`src/hw/rtl/hns_pkg.sv`:
```
package hns_pkg;

    // Reset values of the configuration registers.
    localparam logic [10:0] GRID_SIDE_RST    = 11'd64;
    localparam logic [15:0] HEIGHT_SCALE_RST = 16'd256;

    // Default largest grid side that the row stores hold.
    localparam int MAX_SIDE_DEF = 1024;

    // Configuration port geometry.
    localparam int PADDR_W = 3;
    localparam int PDATA_W = 32;

    // ceil(2^32 / 255): exact floor division by 255 for products below 2^24.
    localparam logic [24:0] RECIP_255 = 25'd16843010;

    // Square of the constant z term, 2.0 in Q8.8.
    localparam logic [31:0] Z_SQ = 32'd262144;

    // Register index on the configuration port.
    typedef enum logic [0:0] {
        REG_GRID_SIDE    = 1'b0,
        REG_HEIGHT_SCALE = 1'b1
    } t_reg_idx;

    // Controller states.
    typedef enum logic [4:0] {
        ST_IDLE,
        ST_PROD,
        ST_HGT,
        ST_RD_L,
        ST_RD_C,
        ST_RD_R,
        ST_RD_END,
        ST_WR_PREV,
        ST_WR_CUR,
        ST_NEXT,
        ST_SETUP,
        ST_SQX,
        ST_SQY,
        ST_LEN,
        ST_MAG_GO,
        ST_MAG_WAIT,
        ST_OUT,
        ST_UPD
    } t_state;

    // Which normal is being formed for the current input.
    typedef enum logic [1:0] {
        K_UP,   // center one row above the new vertex
        K_PREV, // left neighbor on the final row
        K_LAST  // final vertex of the frame
    } t_kind;

    // Component handled by the magnitude unit.
    typedef enum logic [1:0] {
        C_X,
        C_Y,
        C_Z
    } t_comp;

    // Row store read slot.
    typedef enum logic [1:0] {
        RD_L,
        RD_C,
        RD_R
    } t_rdsel;

    // Row store write slot.
    typedef enum logic [0:0] {
        WR_PREV,
        WR_CUR
    } t_wrsel;

    // Commands from controller to datapath.
    typedef struct packed {
        logic   accept;
        logic   prod;
        logic   hgt;
        logic   rd_en;
        t_rdsel rd_sel;
        logic   cap_en;
        t_rdsel cap_sel;
        logic   wr_en;
        t_wrsel wr_sel;
        logic   setup;
        t_kind  kind;
        logic   sqx;
        logic   sqy;
        logic   len;
        logic   mag_start;
        t_comp  comp;
        logic   mag_cap;
        logic   out_load;
        logic   upd;
    } t_cmd;

    // Status from datapath to controller.
    typedef struct packed {
        logic has_up;
        logic has_prev;
        logic has_last;
        logic mag_done;
        logic out_free;
    } t_sts;

endpackage

```
`src/hw/rtl/hns_cfg_regs.sv`:
```
module hns_cfg_regs #(
    parameter int MAX_SIDE = hns_pkg::MAX_SIDE_DEF
) (
    input  logic                              i_clk,
    input  logic                              i_rst_n,
    input  logic                              psel,
    input  logic                              penable,
    input  logic                              pwrite,
    input  logic [hns_pkg::PADDR_W-1:0]       paddr,
    input  logic [hns_pkg::PDATA_W-1:0]       pwdata,
    output logic [hns_pkg::PDATA_W-1:0]       prdata,
    output logic                              pready,
    output logic [15:0]                       o_height_scale,
    output logic [$clog2(MAX_SIDE)-1:0]       o_side_last,
    output logic                              o_clear
);
    import hns_pkg::*;

    localparam int CW = $clog2(MAX_SIDE);
    localparam int GW = (CW + 1 > 11) ? CW + 1 : 11;
    localparam logic [GW-1:0] SIDE_MAX = GW'(MAX_SIDE);
    localparam logic [GW-1:0] SIDE_MIN = GW'(2);

    logic [10:0]   r_grid_side;
    logic [15:0]   r_height_scale;
    logic          wr;
    t_reg_idx      idx;
    logic [GW-1:0] side_ext;
    logic [GW-1:0] side_eff;
    logic [GW-1:0] side_m1;

    assign pready = 1'b1;
    assign idx    = t_reg_idx'(paddr[PADDR_W-1:2]);
    assign wr     = psel & penable & pwrite;

    // Register writes; any write restarts the frame.
    always_ff @(posedge i_clk) begin
        if (!i_rst_n) begin
            r_grid_side    <= GRID_SIDE_RST;
            r_height_scale <= HEIGHT_SCALE_RST;
        end else if (wr) begin
            unique case (idx)
                REG_GRID_SIDE:    r_grid_side    <= pwdata[10:0];
                REG_HEIGHT_SCALE: r_height_scale <= pwdata[15:0];
                default:          r_grid_side    <= r_grid_side;
            endcase
        end
    end

    // Read back.
    always_comb begin
        unique case (idx)
            REG_GRID_SIDE:    prdata = PDATA_W'(r_grid_side);
            REG_HEIGHT_SCALE: prdata = PDATA_W'(r_height_scale);
            default:          prdata = '0;
        endcase
    end

    // Clamp the side into the supported range.
    always_comb begin
        side_ext = GW'(r_grid_side);
        priority if (side_ext < SIDE_MIN) begin
            side_eff = SIDE_MIN;
        end else if (side_ext > SIDE_MAX) begin
            side_eff = SIDE_MAX;
        end else begin
            side_eff = side_ext;
        end
        side_m1 = side_eff - GW'(1);
    end

    assign o_side_last    = side_m1[CW-1:0];
    assign o_height_scale = r_height_scale;
    assign o_clear        = wr;

endmodule

```
`config.mk`:
```
export PLATFORM = sky130hd
export DESIGN_NAME = hns_cfg_regs
export DESIGN_NICKNAME = d
export VERILOG_FILES = /design/src/hw/rtl/hns_pkg.sv /design/src/hw/rtl/hns_cfg_regs.sv
export SDC_FILE = /design/constraint.sdc
export NUM_CORES = 1
export LEC_CHECK = 0
export BUFFER_PORTS_ARGS = -buffer_cell sky130_fd_sc_hd__clkbuf_2
export CAP_MARGIN = 20
export CELL_PAD_IN_SITES_DETAIL_PLACEMENT = 0
export CELL_PAD_IN_SITES_GLOBAL_PLACEMENT = 2
export CORE_ASPECT_RATIO = 0.5
export CORE_MARGIN = 1
export CORE_UTILIZATION = 22
export CTS_CLUSTER_SIZE = 8
export DETAILED_ROUTE_END_ITERATION = 8
export GPL_ROUTABILITY_DRIVEN = 0
export PLACE_DENSITY = 0.82
export SYNTH_ARGS = -nofsm -noshare
export SYNTH_HDL_FRONTEND = slang
export SYNTH_SLANG_ARGS = --single-unit
```
`constraint.sdc`:
```
create_clock -name i_clk -period 3.2 [get_ports i_clk]
set_input_delay 0.64 -clock i_clk [delete_from_list [all_inputs] [get_ports i_clk]]
set_output_delay 0.64 -clock i_clk [all_outputs]
set_load 0.01 [all_outputs]
```
# Word level (Yosys, flattened, before mapping)
# Index checks and enable logic that the tools add are counted.
# word_totals
ff_bits,27
latch_bits,0
ram_bits,0
mem_bits_ro,0
input_bits,40
memories,0
# classes
addsub,1
n_mul,0
div_mod_pow,0
order_cmp,2
eq_ne,0
shifts,0
muxes,3
bitwise_logic,3
reduce_logical,2
# ops
op,n
one-hot mux 32 bit (2 select lines),1
2-to-1 mux 10 bit,2
"> comparator 11 bit, second input constant",1
"less-than comparator 11 x 2 -> 1 bit, second input constant",1
"subtractor 10 x 1 -> 10 bit, second input constant",1
AND reduction 2 bit,2
AND 1 bit,2
NOT 1 bit,1

# Longest topological paths before layout
# Gate-level depths: netlist of the first run.
# logic_depth
word_depth,4
depth_mapped,9
ltp_nobuf,7

# Least setup slack after synthesis of the first run
# No wires, ideal clock.
# synth_timing
path_kind,reg-to-output
start,reg r_grid_side[3]
end,out o_side_last[8]
arrival_time_ns,2.057
slack_ns,0.503
stages_incl_launch_ff,10
n_path_buf,2
cell_sequence,dfxtp_1 buf_6 or3_1 buf_2 nor3_1 or3b_2 ha_1 inv_1 nor4b_1 or3_1
# synth_via
elab_chain_cells,4
elab_cells_between_ends,5
# synth_rtl
element,line,text
start: declaration,hns_cfg_regs.sv:24,logic [10:0] r_grid_side;
start signal: assignment,hns_cfg_regs.sv:43,REG_GRID_SIDE: r_grid_side <= pwdata[10:0];
start signal: assignment,hns_cfg_regs.sv:45,default: r_grid_side <= r_grid_side;
> comparator 11 bit,hns_cfg_regs.sv:64,end else if (side_ext > SIDE_MAX) begin
2-to-1 mux 10 bit,hns_cfg_regs.sv:64,
2-to-1 mux 10 bit (*),hns_cfg_regs.sv:62,priority if (side_ext < SIDE_MIN) begin
subtractor 10 x 1 -> 10 bit (*),hns_cfg_regs.sv:69,side_m1 = side_eff - GW'(1);
end: declaration,hns_cfg_regs.sv:14,"output logic [$clog2(MAX_SIDE)-1:0] o_side_last,"
# Every way passes the cells marked *; elsewhere a longest branch is shown, timed or not.

# Final worst setup path of the first run
# layout_timing
start,reg r_grid_side[8]
end,out o_side_last[8]
# Same word-level chain as after synthesis.

==> results of run 1 <==
-- final timing paths --
path,from,end
worst max-delay path,r_grid_side[8],o_side_last[8]
worst min-delay path,o_height_scale[10],o_height_scale[10]
worst max register to register,r_grid_side[10],r_grid_side[10]
worst min register to register,o_height_scale[10],o_height_scale[10]
-- where the power goes --
group	leakage, nW	switching, mW	internal [mW]	total [mW]
sequential	0.219	0.00659	0.344	0.350
combinational	0.654	0.0695	0.0509	0.120
clock	0.0382	0.111	0.170	0.281
-- per-stage QoR --
stage	instance area [um2]	std cells	hold WS, ps	utilization [%]	total power [mW]
after floorplan	1660	218	471	-	0.443
after global placement	1950	351	462	28.5	0.477
after detailed placement	1950	351	470	28.5	0.479
after CTS	2040	355	479	29.7	0.759
after global routing	2040	355	509	29.8	0.785
final	2040	355	476	29.8	0.752
-- routing by layer --
| layer | global-route usage (%) | up-vias | routed length (um) |
|---|---|---|---|
| met4 | 2.74 | 0 | 32 |
| met2 | 19.5 | 31 | 2020 |
| li1 | - | 773 | - |
| met5 | 0 | - | 0 |
| met3 | 2.67 | 4 | 181 |
| met1 | 14.2 | 720 | 2030 |
-- layout make-up --
| cell class | instances | area, um2 |
|---|---|---|
| timing repair buffer | 70 | 365 |
| clock buffer | 4 | 78.8 |
| fill | 749 | 4820 |
| sequential | 27 | 542 |
| inverter | 3 | 11.3 |
| multi-input combinational | 159 | 930 |
| tap | 92 | 115 |
-- flip-flops by register name, summed over array words and instances (netlist names) --
register,count
o_height_scale,16
r_grid_side,11
-- synthesized netlist by cell type (2+ instances only) --
cell type / n / share of area [%]
and2_1: 5 / 2.0
nand2_1: 55 / 13
o21ai_0: 4 / 1.3
o21bai_1: 2 / 0.94
or3_1: 6 / 2.3
buf_2: 4 / 1.3
buf_4: 17 / 8.0
nand2b_1: 4 / 1.6
inv_1: 3 / 0.70
mux2_2: 10 / 7.0
nor3_1: 7 / 2.2
a21boi_0: 24 / 11
clkbuf_1: 7 / 1.6
conb_1: 2 / 0.47
dfxtp_1: 27 / 34
a21oi_1: 3 / 0.94
-- worst max-delay path, cell delays in order (launching register included) --
cell and delay [ps]:
dfxtp_1 460, or3_1 180, nor3_2 50, or3b_2 460
ha_1 250, inv_1 160, nor4b_1 80, or3_1 380
clkbuf_2 140
-- repair_timing --
action	in CTS	in global routing
endpoints found under the setup margin	2	2
hold buffers	0	0
gates resized for setup	1	2
-- cell families (layout without fill, tap and decap cells) --
family / after synthesis / in the layout / share of synthesized area, %
mux: 10 / 10 / 7.04
buf+inv: 32 / 77 / 12.3
compound gates: 41 / 41 / 18.5
other cells: 2 / 17 / 0.469
xor+xnor: 1 / 1 / 0.547
flops: 27 / 27 / 33.8
simple gates: 89 / 89 / 26.6
fa+ha+maj: 1 / 1 / 0.782
==> results.sh, run 1 <==
export IMPL_ys_seq_area_share_pct=33.8
export IMPL_critPathCaptureType="primary output"
export IMPL_cp_start_kind="flop"
export IMPL_rsz0062_at_grt="no"
export IMPL_max_slew_margin_pct=58.4
export IMPL_final_common_cell="clkbuf_2"
export IMPL_worstHoldPathCells=2
export IMPL_synthCells=203
export IMPL_dieArea_um2=7640
export IMPL_first_global_vias=1462
export IMPL_clockRootBuffer="clkbuf_16"
export IMPL_antenna_found_initial=0
export IMPL_drt_total_wl_um=4260
export IMPL_synth_flop_cell="dfxtp_1"
export IMPL_post_drt_wl_per_cell_um=12.0
export IMPL_finalClockSkew_ps=0
export IMPL_setup_slack_ps=143
export IMPL_clock_sinks=27
export IMPL_die_y_um=62.3
export IMPL_mostFrequentLayoutCells="64 x clkbuf_2, 55 x nand2_1, 26 x dfxtp_1"
export IMPL_ys_seq_elements=27
export IMPL_max_freq_mhz=327
export IMPL_cts_setup_buffers=0
export IMPL_start_util_pct=23.3
export IMPL_r2r_slack_ps=2320
export IMPL_rows=21
export IMPL_grt_pass1_wl_um=6940
export IMPL_die_w_um=123
export IMPL_cts_tree="done"
export IMPL_tightest_slew_ps=624
export IMPL_cap_viol_max_count=0
export IMPL_vias=1528
export IMPL_core_um2=6860
export IMPL_remaining_drc_errors=0
export IMPL_reg2regPathDepth=3
export IMPL_required_ps=2560
export IMPL_powerDensity_nw_per_um2=368
export IMPL_synth_edf_count=0
export IMPL_diodes=0
export IMPL_pre_cts_slack_ps=251
export IMPL_clkTransAtPathRegs_ps=60
export IMPL_worstPathArrival_ps=2420
export IMPL_path_max_fanout=7
export IMPL_synth_cell_types=39
export IMPL_syn_mean_instance_area_um2=7.88
export IMPL_hp_class="flop to flop"
export IMPL_grt_use_total_pct=11.3
export IMPL_path_class="flop to primary output"
export IMPL_clock_path_buffers=2
export IMPL_htree_levels=1
export IMPL_vdd_drop_max_v=0.000193
export IMPL_async_reset_ff_share_pct=0
export IMPL_leakage_nw=0.911
export IMPL_hold_viol=0
export IMPL_grt_overflow=0
export IMPL_finalCriticalPeriod_ps=3060
export IMPL_grt_max_degree=28
export IMPL_setup_tns_ps=0
export IMPL_layout_drive_gt1_share_pct=33.8
export IMPL_ant_nets=0
export IMPL_drtPass1Iterations=3
export IMPL_slew_viol_final=0
export IMPL_period_share_pct=95.5
export IMPL_synth_warnings=0
export IMPL_outcome="completed"
export IMPL_setup_viol=0
export IMPL_io_buffers=64
export IMPL_io_pins=100
export IMPL_syn_area_um2=1600
export IMPL_cts_made_buffers=3
export IMPL_drt_iter0_markers=40
export IMPL_area_growth_pct=27.6
export IMPL_nNetsFinal=305
export IMPL_clk_insertion_delay_late_ps=260
export IMPL_dpl_hpwl_um=3190
export IMPL_via_per_inst=4.30
Power figures use the tool's default switching activity.
==> run 2, diff against run 1 <==
Settings changed: PLACE_DENSITY 0.82 to 0.83.
==> results.sh, run 2 (same netlist as run 1, synthesis figures left out) <==
export IMPL_htree_levels=1
export IMPL_largest_reg_flops=16
export IMPL_hp_class="flop to flop"
export IMPL_outcome="completed"
export IMPL_antenna_found_initial=0
export IMPL_p_clk_share_pct=37.5
export IMPL_path_max_fanout=7
export IMPL_first_global_vias=1500
export IMPL_clk_insertion_delay_late_ps=260
export IMPL_finalClockSkew_ps=0
export IMPL_cts_made_buffers=3
export IMPL_hold_path_startpoint="o_height_scale[10]"
export IMPL_reg2regPathDepth=3
export IMPL_nFillCells=754
export IMPL_max_slew_margin_pct=48.2
export IMPL_cts_tree="done"
export IMPL_finalCriticalPeriod_ps=3040
export IMPL_slew_viol_final=0
export IMPL_rows=21
export IMPL_drt_total_wl_um=4290
export IMPL_p_total_mw=0.751
export IMPL_required_ps=2560
export IMPL_ant_nets=0
export IMPL_vias=1552
export IMPL_worstHoldPathCells=2
export IMPL_layout_drive_gt1_share_pct=34.0
export IMPL_worstPathArrival_ps=2400
export IMPL_period_share_pct=95.0
export IMPL_p_int_mw=0.563
export IMPL_clock_sinks=27
export IMPL_p_switching_mw=0.189
export IMPL_drt_iter0_markers=48
export IMPL_dpl_hpwl_um=3180
export IMPL_path_class="flop to primary output"
export IMPL_vdd_drop_max_v=0.000176
export IMPL_powerDensity_nw_per_um2=369
export IMPL_nNetsFinal=304
export IMPL_reg2reg_to="r_grid_side[10]"
export IMPL_pre_cts_slack_ps=264
export IMPL_hold_slack_ps=469
export IMPL_mostFrequentLayoutCells="64 x clkbuf_2, 55 x nand2_1, 26 x dfxtp_1"
export IMPL_start_util_pct=23.3
export IMPL_die_y_um=62.3
export IMPL_clkTransAtPathRegs_ps=70
export IMPL_io_pins=100
export IMPL_grt_max_degree=28
export IMPL_cap_viol_max_count=0
export IMPL_drtPass1Iterations=4
export IMPL_clock_path_buffers=2
export IMPL_final_common_cell="clkbuf_2"
export IMPL_setup_viol=0
export IMPL_r2r_start="r_grid_side[10]"
export IMPL_via_per_inst=4.38
export IMPL_remaining_drc_errors=0
export IMPL_tightest_slew_ps=774
export IMPL_die_w_um=123
export IMPL_r2r_slack_ps=2360
export IMPL_hold_end="o_height_scale[10]"
export IMPL_grt_pass1_wl_um=6980
export IMPL_final_core_util_pct=29.7
export IMPL_place_inst=350
export IMPL_hold_viol=0
export IMPL_diodes=0
export IMPL_leakage_nw=0.909
export IMPL_design_area_um2=2040
export IMPL_clockRootBuffer="clkbuf_16"
export IMPL_place_area_um2=1940
export IMPL_grt_use_total_pct=11.6
export IMPL_p_comb_share_pct=15.9
export IMPL_dieArea_um2=7640
export IMPL_rsz0062_at_grt="no"
export IMPL_cp_start_kind="flop"
export IMPL_area_growth_pct=27.2
export IMPL_sw_frac_of_total_pct=25.1
export IMPL_pwr_share_seq_pct=46.6
export IMPL_post_drt_wl_per_cell_um=12.1
export IMPL_core_um2=6860
export IMPL_instances_no_fill=354
export IMPL_setup_tns_ps=0
export IMPL_grt_overflow=0
export IMPL_io_buffers=64
export IMPL_critPathCaptureType="primary output"
export IMPL_max_freq_mhz=329
export IMPL_setup_slack_ps=160
-- run 2: changes by cell type in the layout (fill, tap and decap cells not counted), sizes merged --
cell,delta
clkbuf,-1
clkinv,+1
buf,-1
-- run 2: layout make-up --
cell class	instances	area [um2]	area share, %
Clock buffer	3	75.1	3.69
Tap cell	92	115	5.65
Multi-Input combinational cell	159	930	45.7
Clock inverter	1	5.00	0.246
Timing Repair Buffer	69	358	17.6
Inverter	3	11.3	0.553
Sequential cell	27	542	26.6
-- run 2: repair_timing --
item,in CTS,in global routing
pin swaps,0,0
setup endpoints to repair,1,1
setup buffers,0,0
hold buffers,0,0
gates resized for setup,1,2
-- run 2: worst max path at each step --
stage,endpoint,slack [ps],from
after floorplan,o_side_last[8],500,r_grid_side[3]
after global placement,o_side_last[8],280,r_grid_side[4]
after detailed placement,o_side_last[8],260,r_grid_side[4]
after CTS,o_side_last[8],40,r_grid_side[4]
after global routing,o_side_last[8],20,r_grid_side[8]
final,o_side_last[8],160,r_grid_side[8]
-- run 2: power groups by stage --
stage | Sequential, mW | Clock [mW] | Combinational (mW)
after floorplan | 0.359 | 0 | 0.0846
after global placement | 0.357 | 0 | 0.119
after detailed placement | 0.358 | 0 | 0.120
after CTS | 0.350 | 0.292 | 0.121
after global routing | 0.351 | 0.308 | 0.133
final | 0.350 | 0.281 | 0.119
-- run 2: per-layer routing --
metal	share of wire (%)	vias up	GRT usage, %
met3	5.8	7	2.57
met4	1.7	0	4.73
li1	-	772	-
met5	0	-	0
met2	49	46	21.1
met1	43	727	12.8
-- run 2: worst max-delay path, cell delays in order, from the launching register on --
cell and delay, ps:
dfxtp_1 460, or3_1 170, nor3_2 50, or3b_2 460, ha_1 250, inv_1 160, nor4b_1 80, or3_1 370
clkbuf_2 140
