**src/hw/rtl/hns_pkg.sv**
```systemverilog
package hns_pkg;

    // Reset values of the configuration registers.
    localparam logic [10:0] GRID_SIDE_RST    = 11'd64;
    localparam logic [15:0] HEIGHT_SCALE_RST = 16'd256;

    // Default largest grid side that the row stores hold.
    localparam int MAX_SIDE_DEF = 1024;

    // Configuration port geometry.
    localparam int PADDR_W = 3;
    localparam int PDATA_W = 32;

    // ceil(2^32 / 255): exact floor division by 255 for products below 2^24.
    localparam logic [24:0] RECIP_255 = 25'd16843010;

    // Square of the constant z term, 2.0 in Q8.8.
    localparam logic [31:0] Z_SQ = 32'd262144;

    // Register index on the configuration port.
    typedef enum logic [0:0] {
        REG_GRID_SIDE    = 1'b0,
        REG_HEIGHT_SCALE = 1'b1
    } t_reg_idx;

    // Controller states.
    typedef enum logic [4:0] {
        ST_IDLE,
        ST_PROD,
        ST_HGT,
        ST_RD_L,
        ST_RD_C,
        ST_RD_R,
        ST_RD_END,
        ST_WR_PREV,
        ST_WR_CUR,
        ST_NEXT,
        ST_SETUP,
        ST_SQX,
        ST_SQY,
        ST_LEN,
        ST_MAG_GO,
        ST_MAG_WAIT,
        ST_OUT,
        ST_UPD
    } t_state;

    // Which normal is being formed for the current input.
    typedef enum logic [1:0] {
        K_UP,   // center one row above the new vertex
        K_PREV, // left neighbor on the final row
        K_LAST  // final vertex of the frame
    } t_kind;

    // Component handled by the magnitude unit.
    typedef enum logic [1:0] {
        C_X,
        C_Y,
        C_Z
    } t_comp;

    // Row store read slot.
    typedef enum logic [1:0] {
        RD_L,
        RD_C,
        RD_R
    } t_rdsel;

    // Row store write slot.
    typedef enum logic [0:0] {
        WR_PREV,
        WR_CUR
    } t_wrsel;

    // Commands from controller to datapath.
    typedef struct packed {
        logic   accept;
        logic   prod;
        logic   hgt;
        logic   rd_en;
        t_rdsel rd_sel;
        logic   cap_en;
        t_rdsel cap_sel;
        logic   wr_en;
        t_wrsel wr_sel;
        logic   setup;
        t_kind  kind;
        logic   sqx;
        logic   sqy;
        logic   len;
        logic   mag_start;
        t_comp  comp;
        logic   mag_cap;
        logic   out_load;
        logic   upd;
    } t_cmd;

    // Status from datapath to controller.
    typedef struct packed {
        logic has_up;
        logic has_prev;
        logic has_last;
        logic mag_done;
        logic out_free;
    } t_sts;

endpackage

```
**src/hw/rtl/hns_ctrl.sv**
```systemverilog
module hns_ctrl (
    input  logic          i_clk,
    input  logic          i_rst_n,
    input  logic          i_valid,
    output logic          o_ready,
    input  hns_pkg::t_sts i_sts,
    output hns_pkg::t_cmd o_cmd
);
    import hns_pkg::*;

    t_state     r_state;
    t_state     n_state;
    logic [2:0] r_pend;
    logic [2:0] n_pend;
    t_kind      r_kind;
    t_kind      n_kind;
    t_comp      r_comp;
    t_comp      n_comp;

    always_ff @(posedge i_clk) begin
        if (!i_rst_n) begin
            r_state <= ST_IDLE;
            r_pend  <= '0;
            r_kind  <= K_UP;
            r_comp  <= C_X;
        end else begin
            r_state <= n_state;
            r_pend  <= n_pend;
            r_kind  <= n_kind;
            r_comp  <= n_comp;
        end
    end

    // Next state.
    always_comb begin
        n_state = r_state;
        n_pend  = r_pend;
        n_kind  = r_kind;
        n_comp  = r_comp;
        unique case (r_state)
            ST_IDLE:    if (i_valid) n_state = ST_PROD;
            ST_PROD:    n_state = ST_HGT;
            ST_HGT:     n_state = ST_RD_L;
            ST_RD_L:    n_state = ST_RD_C;
            ST_RD_C:    n_state = ST_RD_R;
            ST_RD_R:    n_state = ST_RD_END;
            ST_RD_END:  n_state = ST_WR_PREV;
            ST_WR_PREV: n_state = ST_WR_CUR;
            ST_WR_CUR: begin
                n_pend  = {i_sts.has_last, i_sts.has_prev, i_sts.has_up};
                n_state = ST_NEXT;
            end
            ST_NEXT: begin
                priority if (r_pend[0]) begin
                    n_kind    = K_UP;
                    n_pend[0] = 1'b0;
                    n_state   = ST_SETUP;
                end else if (r_pend[1]) begin
                    n_kind    = K_PREV;
                    n_pend[1] = 1'b0;
                    n_state   = ST_SETUP;
                end else if (r_pend[2]) begin
                    n_kind    = K_LAST;
                    n_pend[2] = 1'b0;
                    n_state   = ST_SETUP;
                end else begin
                    n_state = ST_UPD;
                end
            end
            ST_SETUP: n_state = ST_SQX;
            ST_SQX:   n_state = ST_SQY;
            ST_SQY:   n_state = ST_LEN;
            ST_LEN: begin
                n_comp  = C_X;
                n_state = ST_MAG_GO;
            end
            ST_MAG_GO: n_state = ST_MAG_WAIT;
            ST_MAG_WAIT: begin
                if (i_sts.mag_done) begin
                    unique case (r_comp)
                        C_X: begin
                            n_comp  = C_Y;
                            n_state = ST_MAG_GO;
                        end
                        C_Y: begin
                            n_comp  = C_Z;
                            n_state = ST_MAG_GO;
                        end
                        default: n_state = ST_OUT;
                    endcase
                end
            end
            ST_OUT:  if (i_sts.out_free) n_state = ST_NEXT;
            ST_UPD:  n_state = ST_IDLE;
            default: n_state = ST_IDLE;
        endcase
    end

    // Commands.
    always_comb begin
        o_cmd      = '0;
        o_cmd.kind = r_kind;
        o_cmd.comp = r_comp;
        o_ready    = 1'b0;
        unique case (r_state)
            ST_IDLE: begin
                o_ready      = 1'b1;
                o_cmd.accept = i_valid;
            end
            ST_PROD: o_cmd.prod = 1'b1;
            ST_HGT:  o_cmd.hgt  = 1'b1;
            ST_RD_L: begin
                o_cmd.rd_en  = 1'b1;
                o_cmd.rd_sel = RD_L;
            end
            ST_RD_C: begin
                o_cmd.rd_en   = 1'b1;
                o_cmd.rd_sel  = RD_C;
                o_cmd.cap_en  = 1'b1;
                o_cmd.cap_sel = RD_L;
            end
            ST_RD_R: begin
                o_cmd.rd_en   = 1'b1;
                o_cmd.rd_sel  = RD_R;
                o_cmd.cap_en  = 1'b1;
                o_cmd.cap_sel = RD_C;
            end
            ST_RD_END: begin
                o_cmd.cap_en  = 1'b1;
                o_cmd.cap_sel = RD_R;
            end
            ST_WR_PREV: begin
                o_cmd.wr_en  = 1'b1;
                o_cmd.wr_sel = WR_PREV;
            end
            ST_WR_CUR: begin
                o_cmd.wr_en  = 1'b1;
                o_cmd.wr_sel = WR_CUR;
            end
            ST_SETUP:    o_cmd.setup     = 1'b1;
            ST_SQX:      o_cmd.sqx       = 1'b1;
            ST_SQY:      o_cmd.sqy       = 1'b1;
            ST_LEN:      o_cmd.len       = 1'b1;
            ST_MAG_GO:   o_cmd.mag_start = 1'b1;
            ST_MAG_WAIT: o_cmd.mag_cap   = i_sts.mag_done;
            ST_OUT:      o_cmd.out_load  = i_sts.out_free;
            ST_UPD:      o_cmd.upd       = 1'b1;
            default:     o_ready         = 1'b0;
        endcase
    end

    a_load_free: assert property (@(posedge i_clk) disable iff (!i_rst_n)
        o_cmd.out_load |-> i_sts.out_free)
        else $error("output register loaded while still occupied");

    a_upd_done: assert property (@(posedge i_clk) disable iff (!i_rst_n)
        (r_state == ST_UPD) |-> (r_pend == 3'b000))
        else $error("position advanced with normals still pending");

endmodule

```
**config.mk**
```make
export PLATFORM = sky130hd
export DESIGN_NAME = hns_ctrl
export DESIGN_NICKNAME = d
export VERILOG_FILES = /design/src/hw/rtl/hns_pkg.sv /design/src/hw/rtl/hns_ctrl.sv
export SDC_FILE = /design/constraint.sdc
export NUM_CORES = 1
export LEC_CHECK = 0
export BUFFER_PORTS_ARGS = -buffer_cell sky130_fd_sc_hd__buf_2
export CAP_MARGIN = 20
export CELL_PAD_IN_SITES_DETAIL_PLACEMENT = 0
export CELL_PAD_IN_SITES_GLOBAL_PLACEMENT = 2
export CORE_AREA = 2 2 60 62
export CTS_CLUSTER_SIZE = 10
export DETAILED_ROUTE_END_ITERATION = 6
export DIE_AREA = 0 0 62 64
export PLACE_DENSITY = 0.79
export SLEW_MARGIN = 20
export SYNTH_ARGS = -nofsm -noshare
export SYNTH_HDL_FRONTEND = slang
export SYNTH_SLANG_ARGS = --single-unit
export TNS_END_PERCENT = 20
```
**constraint.sdc**
```tcl
create_clock -name i_clk -period 3.7 [get_ports i_clk]
set_input_delay 0.185 -clock i_clk [delete_from_list [all_inputs] [get_ports i_clk]]
set_output_delay 0.185 -clock i_clk [all_outputs]
set_load 0.05 [all_outputs]
```
# == Word-level counts from Yosys, hierarchy flattened ==
# Index checks and enable logic that the tools add are counted.
# op_classes
n_mux,32
eq_ne,24
n_reduce_logical,11
# op_table
op,count
$pmux W5 S17,1
$eq A5 B4 Y1 const B,8
$mux W5,7
$eq A5 B3 Y1 const B,4
$pmux W3 S3,2
$mux W1,13
$pmux W2 S2,3
$eq A5 B2 Y1 const B,2
$eq A5 B5 Y1 const B,2
$mux W2,5
$ne A2 B2 Y1 const B,5
$reduce_and A3 Y1,3
$pmux W3 S2,1
$eq A5 B1 Y1 const B,1
$logic_not A5 Y1,1
$reduce_and A2 Y1,2
$reduce_bool A2 Y1,2
$ne A3 B1 Y1 const B,1
$reduce_bool A3 Y1,1
$eq A2 B1 Y1 const B,1
$logic_not A2 Y1,1
$reduce_or A2 Y1,1
# word_totals
register_bits,12
inputBits,8

# == Logic depth before layout (Yosys ltp) ==
# Gate-level depths: netlist of the first run.
# depth
ltp_word,5
mapped_depth,5
mapped_depth_nobuf,5

# == Least setup slack after synthesis of the first run ==
# OpenSTA, ideal clock, no wires.
# synth_path
kind,register -> output
start,reg r_state[4]
end,out o_cmd[22] (netlist name)
n_path_buf,1
stages_incl_launch_ff,5
t_arrival_ns,1.867
setup_slack_ns,1.648
cell_sequence,dfxtp_1 -> clkbuf_1 -> nor2_1 -> nand2_1 -> nor3_1
# synth_lines
item,line,source
start: declaration,hns_ctrl.sv:11,t_state r_state;
start signal: assignment,hns_ctrl.sv:27,r_state <= n_state;
end: declaration,hns_ctrl.sv:7,output hns_pkg::t_cmd o_cmd

==> flow_metrics.tcl, run 1 <==
set metrics [dict create \
    drive_gt1_share_pct 29.33 \
    period_needed_ns 2.044 \
    viasPerCell 4.832 \
    dieWidth_um 62 \
    start_util_pct 27.12 \
    report.final.slew_viol_count 0 \
    cts.clk_slew.worst_paths_ns 0.08 \
    port-buffer-count 31 \
    synth_area_leaders "dfxtp_1 (27%), nor2_1 (9.7%), nand2_1 (5.5%)" \
    final.setup.tns_ns 0 \
    required_ns 3.51 \
    grt_overflow_total 0 \
    synth_top_area_share_pct 26.97 \
    antenna_cells 0 \
    vias 947 \
    ir_drop_uv 144.2 \
    yosysTopAreaCell "dfxtp_1" \
    final_antenna_net_count 0 \
    synth_seq_area_share_pct 26.97 \
    wirelength_um 2331 \
    cp-end-kind "output pin" \
    layout_commonest_cell "buf_2" \
    run_status "finished clean" \
    leakage_nw 0.4844 \
    final_hold_viol_count 0 \
    setup_viol 0 \
    cts_max_path_buffers 2 \
    postCtsSetupRepairBufs 0 \
    grt_use_total_pct 11.87 \
    netlist_instances 122 \
    worstMarginPinSlew_ns 0.5463 \
    grt_pass1_wl_um 3712 \
    clockRootBuffer "clkbuf_4" \
    core.rowCount 21 \
    htreeDepth 1 \
    netlist_area_um2 890.9 \
    period_share_pct 55.24 \
    synth_edf_count 0 \
    area_delta_synth_final_pct 22.61 \
    p_per_area_nw_per_um2 285.9 \
    clkLatencyLatePin_ns 0.27 \
    core_area_um2 3284 \
    fin_hold_ws_ns 0.1474 \
    tritoncts "done" \
    antenna_found_initial 0 \
    die_h_um 64 \
    synth.distinct_cells 46 \
    synth_flop_cell "dfxtp_1" \
    ys_async_sr_fraction_pct 0 \
    crit_fanout 14 \
    drv_cap 0 \
    r2r_slack_ns 2.07 \
    cts_resized 0 \
    fillers 374 \
    numCtsBuffers 3 \
    most-common-layout-cells "buf_2 (31), nor2_1 (23), nand2_1 (13)" \
    numClockSinks 12 \
    hp-class "in2reg" \
    drtIter0Drc 32 \
    cts-hold-fix-buffers 0 \
    crit_path_start_kind "register" \
    grt_pass1_vias 797 \
    fmax_mhz 489.3 \
    slew_headroom_pct 63.53 \
    nets 159 \
    grt_max_degree 16 \
    dieArea_um2 3968 \
    synth_nets 130 \
    ios 32 \
    synth.avg_cell_area_um2 7.302 \
    rsz0062_at_grt "false" \
    wl_per_cell_um 11.89 \
    ys_ff_latch 12 \
    gp_congestion 0.7162 \
    drt-pass1-iter-count 4 \
    drt_drc_violations_left 0 \
    yosysWarnings 0 \
    critical_path_class "reg2out" \
    hpwl_um 1852 \
    fin_skew_ns 0.006862 \
    arrival_ns 1.86 \
]
==> cells in the mapped netlist (all sizes together), types with 2 or more instances <==
cell	instances
nor3	6
o21a	2
and3	3
a21oi	6
nor3b	2
nand2	13
o21ai	4
buf	5
inv	5
clkbuf	2
mux2i	2
nor2b	4
a21boi	3
nor2	24
a211oi	2
nand3b	2
o211ai	2
dfxtp	12
nand3	4
==> state kept, by name, summed over array words and instances (netlist names) <==
signal / count
r_state: 5
r_pend: 3
r_comp: 2
r_kind: 2
==> area by class of cell <==
class	count	area [um2]	area share (%)
inverters	5	18.77	1.718
repair buffers	31	155.1	14.20
clock buffers	4	36.28	3.322
multi-input cells	98	584.3	53.49
flip-flops and latches	12	240.2	21.99
well taps	46	57.56	5.269
==> worst max-delay path: stages, from the launching register on <==
cell	delay, ns
dfxtp_1	0.64
inv_1	0.26
nor2_1	0.17
a32oi_1	0.11
nor2_1	0.14
buf_2	0.27
==> routing by layer <==
metal	routed length, um	GRT usage (%)	up-vias	share of wire [%]
li1	-	-	480	-
met1	1140	16.77	438	49
met2	1056	18.62	27	45
met3	122	1.417	2	5.2
met4	12	3.191	0	0.51
met5	0	0	-	0
==> metrics by stage <==
step | power (mW) | cells | setup WS [ns] | instance area, um2 | utilization (%)
3_3_place_gp | 0.2144 | 192 | 1.967 | 1056 | 32.15
3_5_place_dp | 0.2144 | 192 | 1.953 | 1056 | 32.15
4_1_cts | 0.3166 | 196 | 1.665 | 1092 | 33.26
6_report | 0.3123 | 196 | 1.656 | 1092 | 33.26
2_1_floorplan | 0.1992 | 122 | 1.648 | 890.9 | -
5_1_grt | 0.3282 | 196 | 1.546 | 1092 | 33.26
==> final timing paths <==
check	start	end	cells after the start
max reg2reg	r_state[0]	r_comp[1]	4
max	r_state[0]	o_cmd[13]	5
min	i_sts[2]	r_pend[2]	3
min reg2reg	r_kind[1]	r_kind[1]	2
==> kinds of logic after synthesis <==
| family | after synthesis | share of synthesized area [%] |
|---|---|---|
| xor+xnor | 2 | 1.967 |
| simple gates | 67 | 38.20 |
| buf+inv | 12 | 7.445 |
| flops | 12 | 26.97 |
| mux | 2 | 2.247 |
| compound gates | 27 | 23.17 |
==> power by group <==
group          leakage, nW  switching, mW  internal (mW)
registers           0.0970        0.00964          0.131
logic                0.366         0.0492         0.0207
clock network       0.0210         0.0417         0.0597
(Power assumes the default switching activity.)
==> run 2: changes to the inputs <==
Settings changed: CORE_AREA 2 2 60 62 to 2 2 62 64, DIE_AREA 0 0 62 64 to 0 0 64 66, PLACE_DENSITY 0.79 to 0.74.
Clock period 3.7 ns to 1.9 ns, I/O delays scaled along.
==> flow_metrics.tcl, run 2 (same netlist as run 1, synthesis figures left out) <==
set metrics [dict create \
    clkLatencyLatePin_ns 0.26 \
    port-buffer-count 31 \
    clockRootBuffer "clkbuf_4" \
    core_area_um2 3551 \
    crit_fanout 10 \
    reg.largest.list "r_state x5, r_pend x3" \
    required_ns 1.80 \
    largest_reg_flops 5 \
    rsz0062_at_grt "false" \
    postCtsSetupRepairBufs 0 \
    ir_drop_uv 221.7 \
    place_ws_ns 0.2984 \
    period_share_pct 90.08 \
    slew_headroom_pct 73.51 \
    power_frac_comb_pct 26.1 \
    layout_setup_ws_ns 0.1884 \
    drt_drc_violations_left 0 \
    grt_use_total_pct 12.42 \
    startpoint "r_state[0]" \
    stdcell_count 199 \
    hp-class "in2reg" \
    fin_hold_ws_ns 0.06917 \
    viasPerCell 4.714 \
    ios 32 \
    pwr-share-clk_pct 25.7 \
    grt_use_met3_pct 1.363 \
    switching_power_uw 188.4 \
    crit_path_start_kind "register" \
    cts_max_path_buffers 2 \
    critPathCapture "o_cmd[1]" \
    p_per_area_nw_per_um2 509.8 \
    vias 938 \
    dieWidth_um 64 \
    fin_util_pct 31.15 \
    setup_viol 0 \
    p_seq_share_pct 48.2 \
    antenna_found_initial 0 \
    report.final.slew_viol_count 0 \
    rr_worst_depth 4 \
    run_status "finished clean" \
    most-common-layout-cells "buf_2 (31), nor2_1 (23), nand2_1 (13)" \
    drive_gt1_share_pct 33.11 \
    grt_util_met2_pct 20.44 \
    wirelength_um 2450 \
    global_route.usage.met1_pct 16.82 \
    fmax_mhz 584.3 \
    grt_overflow_total 0 \
    antenna_cells 0 \
    htreeDepth 1 \
    grt_pass1_wl_um 4167 \
    start_util_pct 25.09 \
    numCtsBuffers 3 \
    cts-hold-fix-buffers 0 \
    nets 161 \
    core.rowCount 22 \
    fin_skew_ns 0.002322 \
    r2r_slack_ns 0.40 \
    critical_path_class "reg2out" \
    fillers 395 \
    tritoncts "done" \
    p_int_uw 375.4 \
    gp_congestion 0.7878 \
    wl_per_cell_um 12.31 \
    drv_cap 0 \
    grt_pass1_vias 859 \
    regMostFlops "r_state" \
    layout_commonest_cell "buf_2" \
    cp-end-kind "output pin" \
    final_hold_viol_count 0 \
    swShare_pct 33.41 \
    hpwl_um 1970 \
    grt_max_degree 14 \
    drt-pass1-iter-count 5 \
    dpl_cell_area_um2 1079 \
    placedCellCount 196 \
    leakage_nw 0.4905 \
    period_needed_ns 1.712 \
    area_delta_synth_final_pct 24.16 \
    worstMarginPinSlew_ns 0.3942 \
    final_area_um2 1106 \
    arrival_ns 1.62 \
    cts.clk_slew.worst_paths_ns 0.07 \
    regToRegStartpoint "r_state[4]" \
    dieArea_um2 4224 \
    die_h_um 66 \
    final_antenna_net_count 0 \
    top_usage_layer "met2" \
    hp-start "i_sts[3]" \
    regToRegEndpoint "r_comp[0]" \
    drtIter0Drc 14 \
    numClockSinks 12 \
]
run 2: cell types whose count changed in the layout (fill, tap and decap cells not counted), sizes merged:
cell    before  now
buf         31   33
clkbuf       4    3
run 2: critical path: stages, from the launching register on:
cell and delay, ns:
dfxtp_2 0.38, buf_4 0.17, nor4_2 0.25, and3_2 0.27, buf_2 0.28
run 2: cell type report:
type,instances,area [um2],area share [%]
sequential,12,245.2,22.17
tap,48,60.06,5.430
timing repair buffer,33,170.2,15.38
clock buffer,3,22.52,2.036
multi-input combinational,98,589.3,53.28
inverter,5,18.77,1.697
run 2: worst min-delay path by stage:
stage | endpoint | slack [ns] | depth (start not counted)
finish | r_pend[1] | 0.07 | 3
global route | r_pend[2] | 0.07 | 3
CTS | r_pend[1] | 0.06 | 3
detailed placement | r_pend[1] | 0.34 | 3
global placement | r_pend[0] | 0.34 | 3
floorplan | r_state[1] | 0.22 | 2
run 2: stage by stage:
step	total power [mW]	TNS [ns]
CTS	0.5740	0
global placement	0.4243	0
floorplan	0.3896	-0.008100
global route	0.6001	0
detailed placement	0.4247	0
finish	0.5638	0
run 2: repair_timing:
action,in CTS,in global routing
hold endpoints to repair,0,0
resized for setup,0,4
setup endpoints to repair,0,4
run 2: per-layer routing:
layer	up-vias	part of all wire [%]
li1	485	-
met1	421	49
met2	30	46
met3	2	4.9
met4	0	0.53
met5	-	0
run 2: power by group through the flow:
stage | Clock (mW) | Sequential, mW | Combinational [mW]
6_report | 0.145 | 0.272 | 0.147
5_1_grt | 0.166 | 0.273 | 0.161
4_1_cts | 0.155 | 0.270 | 0.149
2_1_floorplan | 0 | 0.267 | 0.122
3_5_place_dp | 0 | 0.276 | 0.148
3_3_place_gp | 0 | 0.276 | 0.148
